## src/rtl/siru_pkg.sv

```systemverilog
// shared types, register map and keys of the software interrupt request unit
package siru_pkg;

	localparam int NUM_REQ = 4;
	localparam int IDX_W = $clog2(NUM_REQ);

	localparam logic KIND_READ = 1'b0;
	localparam logic KIND_WRITE = 1'b1;

	localparam logic [7:0] OFS_REQ_FIRST = 8'hB0;
	localparam logic [7:0] OFS_REQ_LAST = 8'hBC;
	localparam logic [7:0] OFS_EXC_STAT = 8'hE0;
	localparam logic [7:0] OFS_VECTOR = 8'hF4;
	localparam logic [7:0] OFS_FLAGS = 8'hF8;

	// bits 15:8 of a request write must match the key of its register
	localparam logic [7:0] REQ_KEY [NUM_REQ] = '{8'h75, 8'h84, 8'h93, 8'hA2};

	localparam int EXC_RST_SET_BIT = 15;
	localparam int EXC_RST_CLR_BIT = 14;

	typedef struct packed {
		logic capture;
		logic execute;
	} siru_cmd_t;

endpackage

```

## src/rtl/siru_ctrl.sv

```systemverilog
// controller: input/execute sequencing and output register handshake
module siru_ctrl (
	input  logic               clk,
	input  logic               arst_n,
	input  logic               s_tvalid,
	output logic               s_tready,
	output logic               m_tvalid,
	input  logic               m_tready,
	output siru_pkg::siru_cmd_t cmd
);

	localparam logic ST_IDLE = 1'b0;
	localparam logic ST_EXEC = 1'b1;

	logic state_q;
	logic state_d;
	logic out_valid_q;
	logic out_free;

	assign s_tready = (state_q == ST_IDLE);
	assign out_free = !out_valid_q || m_tready;
	assign cmd.capture = s_tvalid && s_tready;
	assign cmd.execute = (state_q == ST_EXEC) && out_free;
	assign m_tvalid = out_valid_q;

	always_comb begin
		state_d = state_q;
		unique case (state_q)
			ST_IDLE: begin
				if (cmd.capture) state_d = ST_EXEC;
			end
			ST_EXEC: begin
				// wait here while an unread result blocks the output register
				if (out_free) state_d = ST_IDLE;
			end
			default: state_d = ST_IDLE;
		endcase
	end

	always_ff @(posedge clk or negedge arst_n) begin
		if (!arst_n) begin
			state_q <= ST_IDLE;
			out_valid_q <= 1'b0;
		end else begin
			state_q <= state_d;
			if (cmd.execute) begin
				out_valid_q <= 1'b1;
			end else if (m_tready) begin
				out_valid_q <= 1'b0;
			end
		end
	end

endmodule

```

## src/rtl/siru_dp.sv

```systemverilog
// datapath: request bytes, pending flags, vector encode and result register
module siru_dp (
	input  logic                clk,
	input  logic                arst_n,
	input  siru_pkg::siru_cmd_t cmd,
	input  logic                in_kind,
	input  logic [7:0]          in_byte_offset,
	input  logic [31:0]         in_write_data,
	output logic [31:0]         read_data,
	output logic                irq_level,
	output logic                reset_request
);

	logic                          kind_q;
	logic [7:0]                    ofs_q;
	logic [31:0]                   wdata_q;
	logic [7:0]                    req_data_q [siru_pkg::NUM_REQ];
	logic [siru_pkg::NUM_REQ-1:0]  pend_q;
	logic [31:0]                   rd_q;
	logic                          irq_q;
	logic                          rst_q;

	logic [siru_pkg::IDX_W-1:0]    n;
	logic [siru_pkg::NUM_REQ-1:0]  n_hot;
	logic [siru_pkg::NUM_REQ-1:0]  low_hot;
	logic [7:0]                    n_data;
	logic [7:0]                    vec_data;
	logic [7:0]                    vec_num;
	logic [15:0]                   vec;
	logic [siru_pkg::NUM_REQ-1:0]  pend_d;
	logic                          req_wr;
	logic [31:0]                   rd_d;
	logic                          rst_d;

	assign n = ofs_q[siru_pkg::IDX_W+1:2];
	assign n_hot = siru_pkg::NUM_REQ'(1) << n;
	// lowest pending request, one-hot
	assign low_hot = pend_q & (~pend_q + siru_pkg::NUM_REQ'(1));

	always_comb begin
		n_data = '0;
		vec_data = '0;
		vec_num = '0;
		for (int i = 0; i < siru_pkg::NUM_REQ; i++) begin
			n_data = n_data | (req_data_q[i] & {8{n_hot[i]}});
			vec_data = vec_data | (req_data_q[i] & {8{low_hot[i]}});
			vec_num = vec_num | (8'(i + 1) & {8{low_hot[i]}});
		end
		vec = {vec_data, vec_num};
	end

	always_comb begin
		pend_d = pend_q;
		rd_d = '0;
		rst_d = 1'b0;
		req_wr = 1'b0;
		if (kind_q == siru_pkg::KIND_WRITE) begin
			unique case (ofs_q) inside
				[siru_pkg::OFS_REQ_FIRST:siru_pkg::OFS_REQ_LAST]: begin
					if (wdata_q[15:8] == siru_pkg::REQ_KEY[n]) begin
						req_wr = 1'b1;
						pend_d = pend_q | n_hot;
					end
				end
				siru_pkg::OFS_EXC_STAT: begin
					rst_d = wdata_q[siru_pkg::EXC_RST_SET_BIT]
						|| !wdata_q[siru_pkg::EXC_RST_CLR_BIT];
				end
				siru_pkg::OFS_FLAGS: begin
					pend_d = pend_q & ~wdata_q[siru_pkg::NUM_REQ-1:0];
				end
				default: ;
			endcase
		end else begin
			unique case (ofs_q) inside
				[siru_pkg::OFS_REQ_FIRST:siru_pkg::OFS_REQ_LAST]: begin
					rd_d = {24'b0, n_data};
				end
				siru_pkg::OFS_VECTOR: begin
					rd_d = {16'b0, vec};
					// drop the lowest pending flag; nothing changes when none pending
					pend_d = pend_q & (pend_q - siru_pkg::NUM_REQ'(1));
				end
				siru_pkg::OFS_FLAGS: begin
					rd_d = {{(32 - siru_pkg::NUM_REQ){1'b0}}, pend_q};
				end
				default: ;
			endcase
		end
	end

	always_ff @(posedge clk) begin
		if (cmd.capture) begin
			kind_q <= in_kind;
			ofs_q <= in_byte_offset;
			wdata_q <= in_write_data;
		end
		if (cmd.execute) begin
			rd_q <= rd_d;
			irq_q <= |pend_d;
			rst_q <= rst_d;
		end
	end

	always_ff @(posedge clk or negedge arst_n) begin
		if (!arst_n) begin
			pend_q <= '0;
			for (int i = 0; i < siru_pkg::NUM_REQ; i++) begin
				req_data_q[i] <= '0;
			end
		end else if (cmd.execute) begin
			pend_q <= pend_d;
			if (req_wr) begin
				req_data_q[n] <= wdata_q[7:0];
			end
		end
	end

	assign read_data = rd_q;
	assign irq_level = irq_q;
	assign reset_request = rst_q;

endmodule

```

## src/rtl/software_interrupt_request_unit.sv

```systemverilog
// top level of the software interrupt request unit
// Each register access is first captured and then executed against the request bytes
// and pending flags by the capture/execute sequence of the controller, which takes no
// new transaction until the last one has executed. Results sit in an output register,
// so the next transaction is taken while a result waits; execution holds only when that
// register is still full. Request registers live at 0xB0..0xBC (key in bits 15:8),
// exception status at 0xE0, the vector at 0xF4 and the flag register at 0xF8. irq_level
// and reset_request are reported with each result, as they stand after that access.
module software_interrupt_request_unit (
	input  logic        clk,
	input  logic        arst_n,
	input  logic        s_tvalid,
	output logic        s_tready,
	input  logic [39:0] s_tdata,   // byte_offset[7:0], write_data[39:8]
	input  logic        s_tuser,   // kind
	output logic        m_tvalid,
	input  logic        m_tready,
	output logic [39:0] m_tdata    // read_data[31:0], irq_level[32], reset_request[33], zero
);

	siru_pkg::siru_cmd_t cmd;
	logic [31:0]         read_data;
	logic                irq_level;
	logic                reset_request;

	siru_ctrl u_ctrl (
		.clk      (clk),
		.arst_n   (arst_n),
		.s_tvalid (s_tvalid),
		.s_tready (s_tready),
		.m_tvalid (m_tvalid),
		.m_tready (m_tready),
		.cmd      (cmd)
	);

	siru_dp u_dp (
		.clk            (clk),
		.arst_n         (arst_n),
		.cmd            (cmd),
		.in_kind        (s_tuser),
		.in_byte_offset (s_tdata[7:0]),
		.in_write_data  (s_tdata[39:8]),
		.read_data      (read_data),
		.irq_level      (irq_level),
		.reset_request  (reset_request)
	);

	assign m_tdata = {6'b0, reset_request, irq_level, read_data};

endmodule

```

## config.mk

```make
export PLATFORM = sky130hd
export DESIGN_NAME = software_interrupt_request_unit
export DESIGN_NICKNAME = d
export VERILOG_FILES = /design/src/rtl/siru_pkg.sv /design/src/rtl/siru_ctrl.sv /design/src/rtl/siru_dp.sv /design/src/rtl/software_interrupt_request_unit.sv
export SDC_FILE = /design/constraint.sdc
export NUM_CORES = 1
export LEC_CHECK = 0
export BUFFER_PORTS_ARGS = -buffer_cell sky130_fd_sc_hd__buf_2
export CAP_MARGIN = 30
export CORE_UTILIZATION = 25
export DETAILED_ROUTE_END_ITERATION = 8
export PLACE_DENSITY = 0.52
export SLEW_MARGIN = 30
export SYNTH_ARGS = -nofsm -noshare
export SYNTH_HDL_FRONTEND = slang
export SYNTH_SLANG_ARGS = --single-unit
export TNS_END_PERCENT = 50
```

## constraint.sdc

```tcl
create_clock -name clk -period 3.1 [get_ports clk]
set_input_delay 0.155 -clock clk [delete_from_list [all_inputs] [get_ports clk]]
set_output_delay 0.155 -clock clk [all_outputs]
set_load 0.005 [all_outputs]
```

==> flow_summary_export.csv, run 1 <==
group,metric,value,unit
placement,place_area,4230,µm²
logic_synthesis,synth_area,3830,µm²
clock_tree,cts_setup_buffers,0,
placement,place.gp.congestion,0.752,
sta,post-route-worst-setup-slack,268,ps
sta,tightest_slew,708,ps
floorplan,core,14800,µm²
logic_synthesis,synthDistinctLibCells,46,
power,peakVddDrop,0.234,mV
worst_hold_path,hold_end,"u_ctrl.state_q",
clock_tree,cts_root_buf,"clkbuf_16",
worst_hold_path,hp-start,"s_tvalid",
global_routing,grt_pass1_wl,13900,µm
global_routing,overflow,0,
placement,pre_cts_slack,273,ps
power,cellLeakagePower,2.00,nW
setup_path,rrSetupSlack,270,ps
setup_path,critPathRequiredTime,3320,ps
clock_tree,cts_max_level,3,
route,drt_wl_total,8510,µm
cells_and_area,most-common-layout-cells,"buf_2 (47), edfxtp_1 (43), dfrtp_1 (38)",
setup_path,critPathMaxFanout,8,
setup_path,arrival,3050,ps
sta,rsz0062_at_grt,"no",
setup_path,r2r_start,"u_dp.ofs_q[3]",
logic_synthesis,synth_warnings,0,
route,viasPerCell,4.57,
setup_path,end_kind,"flip-flop",
route,ant_nets,0,
logic_synthesis,async_flop_share,46.9,%
sta,fmaxAchievable,0.353,GHz
clock_tree,cts_tree,"done",
sta,hold_viol,0,
logic_synthesis,yosys_most_used_dff,"edfxtp_1",
logic_synthesis,synthCells,294,
sta,fin_tns_setup,0,ps
power,total_power,2.82,mW
worst_hold_path,whs_path_depth,3,
power,powerDensity,592,nW/µm²
clock_tree,cts_buffers,9,
setup_path,startpoint,"u_dp.ofs_q[3]",
global_routing,grt_use_total,11.6,%
floorplan,std_cell_rows,44,
clock_tree,clock_latency,330,ps
cells_and_area,finalInstanceArea,4770,µm²
global_routing,grt_pass1_vias,2594,
cells_and_area,antenna_cells,0,
floorplan,dieArea,15800,µm²
sta,slew_viol_final,0,
logic_synthesis,syn_area_per_cell,13.0,µm²
sta,finalSetupViolCount,0,
logic_synthesis,synth-seq-area-share,58.5,%
floorplan,io_pins,87,
logic_synthesis,synth_edf_count,43,
placement,io_buffer_count,48,
status,status,"finished clean",
setup_path,critPathLaunchType,"flip-flop",
flow_run,drv_cap,0,
cells_and_area,nets,426,
route,drt-initial-drc-count,162,
clock_tree,cts_sinks,81,
sta,min_period_over_period,91.3,%
worst_hold_path,hold_class,"in2reg",
floorplan,fp.dieW,126,µm
floorplan,die_y,126,µm
clock_tree,cts_buffer_depth,2,
logic_synthesis,synth_seq_cells,81,
setup_path,worstSetupPathType,"reg2reg",
sta,skew,5.54,ps
cells_and_area,drive_gt1_share,32.4,%
route,wl_per_cell,15.1,µm
setup_path,rr_worst_depth,7,
clock_tree,clkTransAtPathRegs,60,ps
cells_and_area,synthToLayoutAreaGrowth,24.4,%
route,num_vias,2575,
sta,relSlewSlack,52.7,%
route,first_pass_iters,5,
setup_path,regToRegEndpoint,"u_dp.req_data_q[27]",
clock_tree,hold_buffers,26,
route,drc,0,
floorplan,start_util,26.0,%
global_routing,grt_max_degree,39,
global_routing,antenna_found_initial,0,
sta,period_minus_slack,2830,ps
placement,dpl.hpwl,5840,µm
cells_and_area,final_common_cell,"buf_2",
clock_tree,cts-resized-gates,0,
## how the worst max path moves through the flow
stage / endpoint / cells past startpoint / slack (ps)
floorplan: u_dp.req_data_q[10] / 7 / 510
global placement: u_dp.req_data_q[29] / 7 / 310
detailed placement: u_dp.req_data_q[2] / 7 / 270
CTS: u_dp.req_data_q[27] / 7 / 260
global route: u_dp.req_data_q[27] / 7 / 130
finish: u_dp.req_data_q[27] / 7 / 270
## area by class of cell
class,count,area (µm²)
clock buffer,14,264
clock inverter,2,12.5
fill,1470,9980
inverter,8,30.0
multi-input combinational,190,1390
sequential,81,2240
tap,184,230
timing repair buffer,85,598
## power by group
part | total [mW] | switching (mW) | internal [mW]
Combinational | 0.445 | 0.272 | 0.174
Sequential | 1.40 | 0.0757 | 1.32
Clock | 0.981 | 0.396 | 0.585
Total | 2.82 | 0.743 | 2.08
## critical path, stage by stage (launching register included)
cell and delay, ps:
edfxtp_1 480, inv_1 140, ha_1 250, xnor2_1 140, or4_4 510, nor4_4 470
nand3_2 350, mux2_2 380
## flip-flops by register name, indices dropped and copies added (netlist names), 4 cells and up
register	count
u_dp.ofs_q	8
u_dp.wdata_q	16
u_dp.req_data_q	32
u_dp.pend_q	4
u_dp.read_data	16
## layer usage
metal / share of wire [%] / vias to the layer above / global-route usage, %
li1: - / 1212 / -
met1: 46 / 1255 / 15.0
met2: 46 / 98 / 17.9
met3: 5.7 / 10 / 3.40
met4: 1.6 / 0 / 5.39
met5: 0 / - / 0
## synth_stat cells, drive strengths merged (3+ instances only)
| cell | number | area [µm²] |
|---|---|---|
| nand2 | 7 | 26.3 |
| mux2 | 36 | 405 |
| a22oi | 23 | 173 |
| nor2b | 4 | 25.0 |
| buf | 27 | 208 |
| o21ai | 6 | 30.0 |
| a21oi | 13 | 65.1 |
| clkbuf | 9 | 43.8 |
| nand3 | 5 | 40.0 |
| inv | 8 | 30.0 |
| a31oi | 3 | 18.8 |
| ha | 6 | 75.1 |
| dfrtp | 38 | 951 |
| nor3b | 3 | 22.5 |
| a221oi | 8 | 70.1 |
| nor2 | 26 | 97.6 |
| edfxtp | 43 | 1290 |
## metrics by stage
| step | utilization (%) | instances | hold slack [ps] |
|---|---|---|---|
| 2_1_floorplan | - | 315 | -141 |
| 3_3_place_gp | 28.7 | 522 | 309 |
| 3_5_place_dp | 28.7 | 522 | 321 |
| 4_1_cts | 32.3 | 564 | 38.4 |
| 5_1_grt | 32.3 | 564 | 73.2 |
| 6_report | 32.3 | 564 | 51.2 |
## cell families (layout without fill, tap and decap cells)
logic type | count (synthesis) | in the layout | share of synthesized area (%)
AOI/OAI and AO/OA | 61 | 61 | 11.3
xor gates and xnor gates | 3 | 3 | 0.685
adders and majority gates | 6 | 6 | 1.96
buffers and inverters | 44 | 109 | 7.34
DFF | 81 | 81 | 58.5
muxes | 36 | 36 | 10.6
other | 1 | 22 | 0.0978
and+or+nand+nor | 62 | 62 | 9.62
Note: power is estimated with default switching activity, not from simulation.
==> run 2, diff against run 1 <==
- ABC_AREA: unset -> 1
==> flow_summary_export.csv, run 2 <==
group,metric,value,unit
power,cellLeakagePower,2.20,nW
global_routing,overflow,0,
logic_synthesis,synth_top_family_by_area,"simple AND/OR/NAND/NOR gates",
placement,pre_cts_slack,774,ps
cells_and_area,synthToLayoutAreaGrowth,21.6,%
clock_tree,cts_buffers,9,
clock_tree,cts_sinks,81,
setup_path,worstSetupPathType,"reg2reg",
power,power.switching,0.970,mW
setup_path,arrival,2450,ps
setup_path,critPathLaunchType,"flip-flop",
setup_path,rr_worst_depth,11,
logic_synthesis,synth-seq-area-share,54.1,%
logic_synthesis,netlist_top_cells_area,"edfxtp_1 (31%), dfrtp_1 (23%), nand2_1 (9.0%), inv_1 (4.9%), buf_4 (4.5%)",
cells_and_area,largest_reg_flops,32,
floorplan,std_cell_rows,46,
route,wl_per_cell,12.6,µm
power,intPower,2.22,mW
setup_path,r2r_start,"u_dp.ofs_q[2]",
setup_path,end_kind,"flip-flop",
floorplan,fp.dieW,131,µm
logic_synthesis,yosys.cell_count.top_type,"nand2_1",
logic_synthesis,synth_area,4140,µm²
placement,place_area,4480,µm²
global_routing,grt_max_degree,39,
worst_hold_path,hold_end,"u_dp.ofs_q[2]",
logic_synthesis,synth_xor_area_share,0,%
setup_path,critPathRequiredTime,3190,ps
logic_synthesis,async_flop_share,46.9,%
logic_synthesis,synthDistinctLibCells,36,
logic_synthesis,synthCells,429,
flow_run,drv_cap,0,
cells_and_area,top_register,"u_dp.req_data_q",
cells_and_area,most-common-layout-cells,"nand2_1 (99), inv_1 (54), buf_2 (47)",
cells_and_area,antenna_cells,0,
route,first_pass_iters,5,
cells_and_area,nets,553,
setup_path,path_common_cell,"nand2_1",
floorplan,die_y,131,µm
route,ant_nets,0,
sta,skew,7.48,ps
clock_tree,cts-resized-gates,0,
placement,dpl.hpwl,6720,µm
global_routing,grt_use_total,11.6,%
clock_tree,cts_root_buf,"clkbuf_16",
setup_path,regToRegEndpoint,"u_dp.irq_level",
worst_hold_path,hp-start,"s_tdata[2]",
cells_and_area,stdcell_count,723,
sta,finalSetupViolCount,0,
logic_synthesis,synth_compound_area_share,13.5,%
setup_path,rrSetupSlack,740,ps
worst_hold_path,hold_class,"in2reg",
sta,fin_tns_setup,0,ps
route,num_vias,3074,
sta,slew_viol_final,0,
global_routing,grt_pass1_vias,2966,
placement,io_buffer_count,48,
power,combinationalPowerShare,21.0,%
power,total_power,3.19,mW
clock_tree,cts_tree,"done",
floorplan,start_util,25.9,%
clock_tree,cts_max_level,3,
logic_synthesis,synth_warnings,0,
global_routing,antenna_found_initial,0,
setup_path,path_cells,"inv_2, ha_1, inv_1, nor2_1, nand2_1, nand2_1, nor2_1, nor2_1, nand2_1, a21oi_1, nand2_1",
sta,relSlewSlack,43.6,%
logic_synthesis,syn_area_per_cell,9.65,µm²
route,drt-initial-drc-count,183,
sta,post-route-worst-setup-slack,740,ps
power,powerDensity,633,nW/µm²
route,viasPerCell,4.25,
cells_and_area,drive_gt1_share,20.9,%
cells_and_area,finalInstanceArea,5040,µm²
sta,tightest_slew,845,ps
clock_tree,clock_latency,340,ps
route,drt_wl_total,9130,µm
setup_path,crit_family,"simple AND/OR/NAND/NOR gates",
logic_synthesis,yosys_most_used_dff,"edfxtp_1",
logic_synthesis,post_synth_and_or_nand_nor_area_fraction,18.1,%
power,peakVddDrop,0.279,mV
logic_synthesis,synth_seq_cells,81,
global_routing,grt_pass1_wl,14900,µm
sta,period_minus_slack,2360,ps
clock_tree,cts_buffer_depth,2,
floorplan,dieArea,17100,µm²
placement,place.gp.congestion,0.907,
floorplan,core,16000,µm²
setup_path,critPathMaxStageDelay,500,ps
sta,fmaxAchievable,0.424,GHz
sta,min_period_over_period,76.1,%
logic_synthesis,synthAdderAreaFrac,1.81,%
worst_hold_path,whs_path_depth,1,
clock_tree,clkTransAtPathRegs,60,ps
sta,rsz0062_at_grt,"no",
power,switching_share,30.4,%
setup_path,cp_num_buf_inv,2,
sta,worst_hold_slack,10.9,ps
setup_path,cp_slowest_cell,"ha_1",
placement,dpl.cell_count,682,
logic_synthesis,synth_edf_count,43,
logic_synthesis,synth_common_cells,"nand2_1 (99), inv_1 (54), edfxtp_1 (43), dfrtp_1 (38), nor2_1 (26)",
route,drc,0,
logic_synthesis,yosys.area.top_type,"edfxtp_1",
logic_synthesis,synth_mux_area_share,0,%
power,clock_power_share,33.3,%
cells_and_area,final_common_cell,"nand2_1",
status,status,"finished clean",
sta,hold_viol,0,
power,p_seq_share,45.6,%
logic_synthesis,synth_top_area_share,31.2,%
floorplan,io_pins,87,
cells_and_area,fin_util,31.5,%
setup_path,critPathMaxFanout,11,
==> run 2: cell count changes in the layout (fill, tap and decap cells not counted), sizes merged, moves of 4 or more <==
cell,delta
nand2,+96
inv,+59
o21ai,+42
mux2,-36
a22oi,-23
nand3,+17
o22ai,+11
a21oi,-10
buf,-10
nor2,+5
nor2b,-4
==> run 2: layout make-up <==
type | instances | area, µm²
Tap cell | 216 | 270
Fill cell | 1690 | 11000
Clock buffer | 13 | 260
Clock inverter | 3 | 38.8
Sequential cell | 81 | 2240
Inverter | 67 | 254
Timing Repair Buffer | 74 | 500
Multi-Input combinational cell | 269 | 1470
==> run 2: how the worst max path moves through the flow <==
stage | from | to | slack (ps) | cells after the start
2_1_floorplan | u_dp.ofs_q[3] | u_dp.req_data_q[30] | 1210 | 13
3_3_place_gp | u_dp.ofs_q[2] | u_dp.irq_level | 750 | 13
3_5_place_dp | u_dp.ofs_q[3] | u_dp.req_data_q[24] | 770 | 11
4_1_cts | u_dp.ofs_q[3] | u_dp.req_data_q[24] | 760 | 11
5_1_grt | u_dp.ofs_q[2] | u_dp.irq_level | 510 | 13
6_report | u_dp.ofs_q[2] | u_dp.irq_level | 740 | 11
==> run 2: repair_timing <==
item                                   in CTS  in global routing
buffers inserted                            0                  0
endpoints found under the hold margin      62                  0
hold buffers                               25                  0
==> run 2: power groups by stage <==
stage	Clock, mW	Combinational [mW]	Sequential [mW]
after floorplan	0	0.461	1.44
after global placement	0	0.647	1.48
after detailed placement	0	0.661	1.48
after CTS	1.10	0.684	1.46
after global routing	1.14	0.764	1.48
final	1.06	0.671	1.46
==> run 2: kinds of logic (layout without fill, tap and decap cells) <==
| family | Yosys count | count (layout) |
|---|---|---|
| adder cells (fa/ha/maj) | 6 | 6 |
| flip-flops | 81 | 81 |
| other | 1 | 22 |
| AND/OR/NAND/NOR | 160 | 160 |
| AO/OA/AOI/OAI | 81 | 81 |
| buffers and inverters | 100 | 157 |
==> run 2: per-layer routing <==
layer / GRT usage, % / up-vias / routed length [µm]
li1: - / 1534 / -
met4: 6.69 / 0 / 249
met5: 0 / - / 0
met1: 15.2 / 1427 / 4390
met2: 17.2 / 99 / 3970
met3: 3.09 / 14 / 515
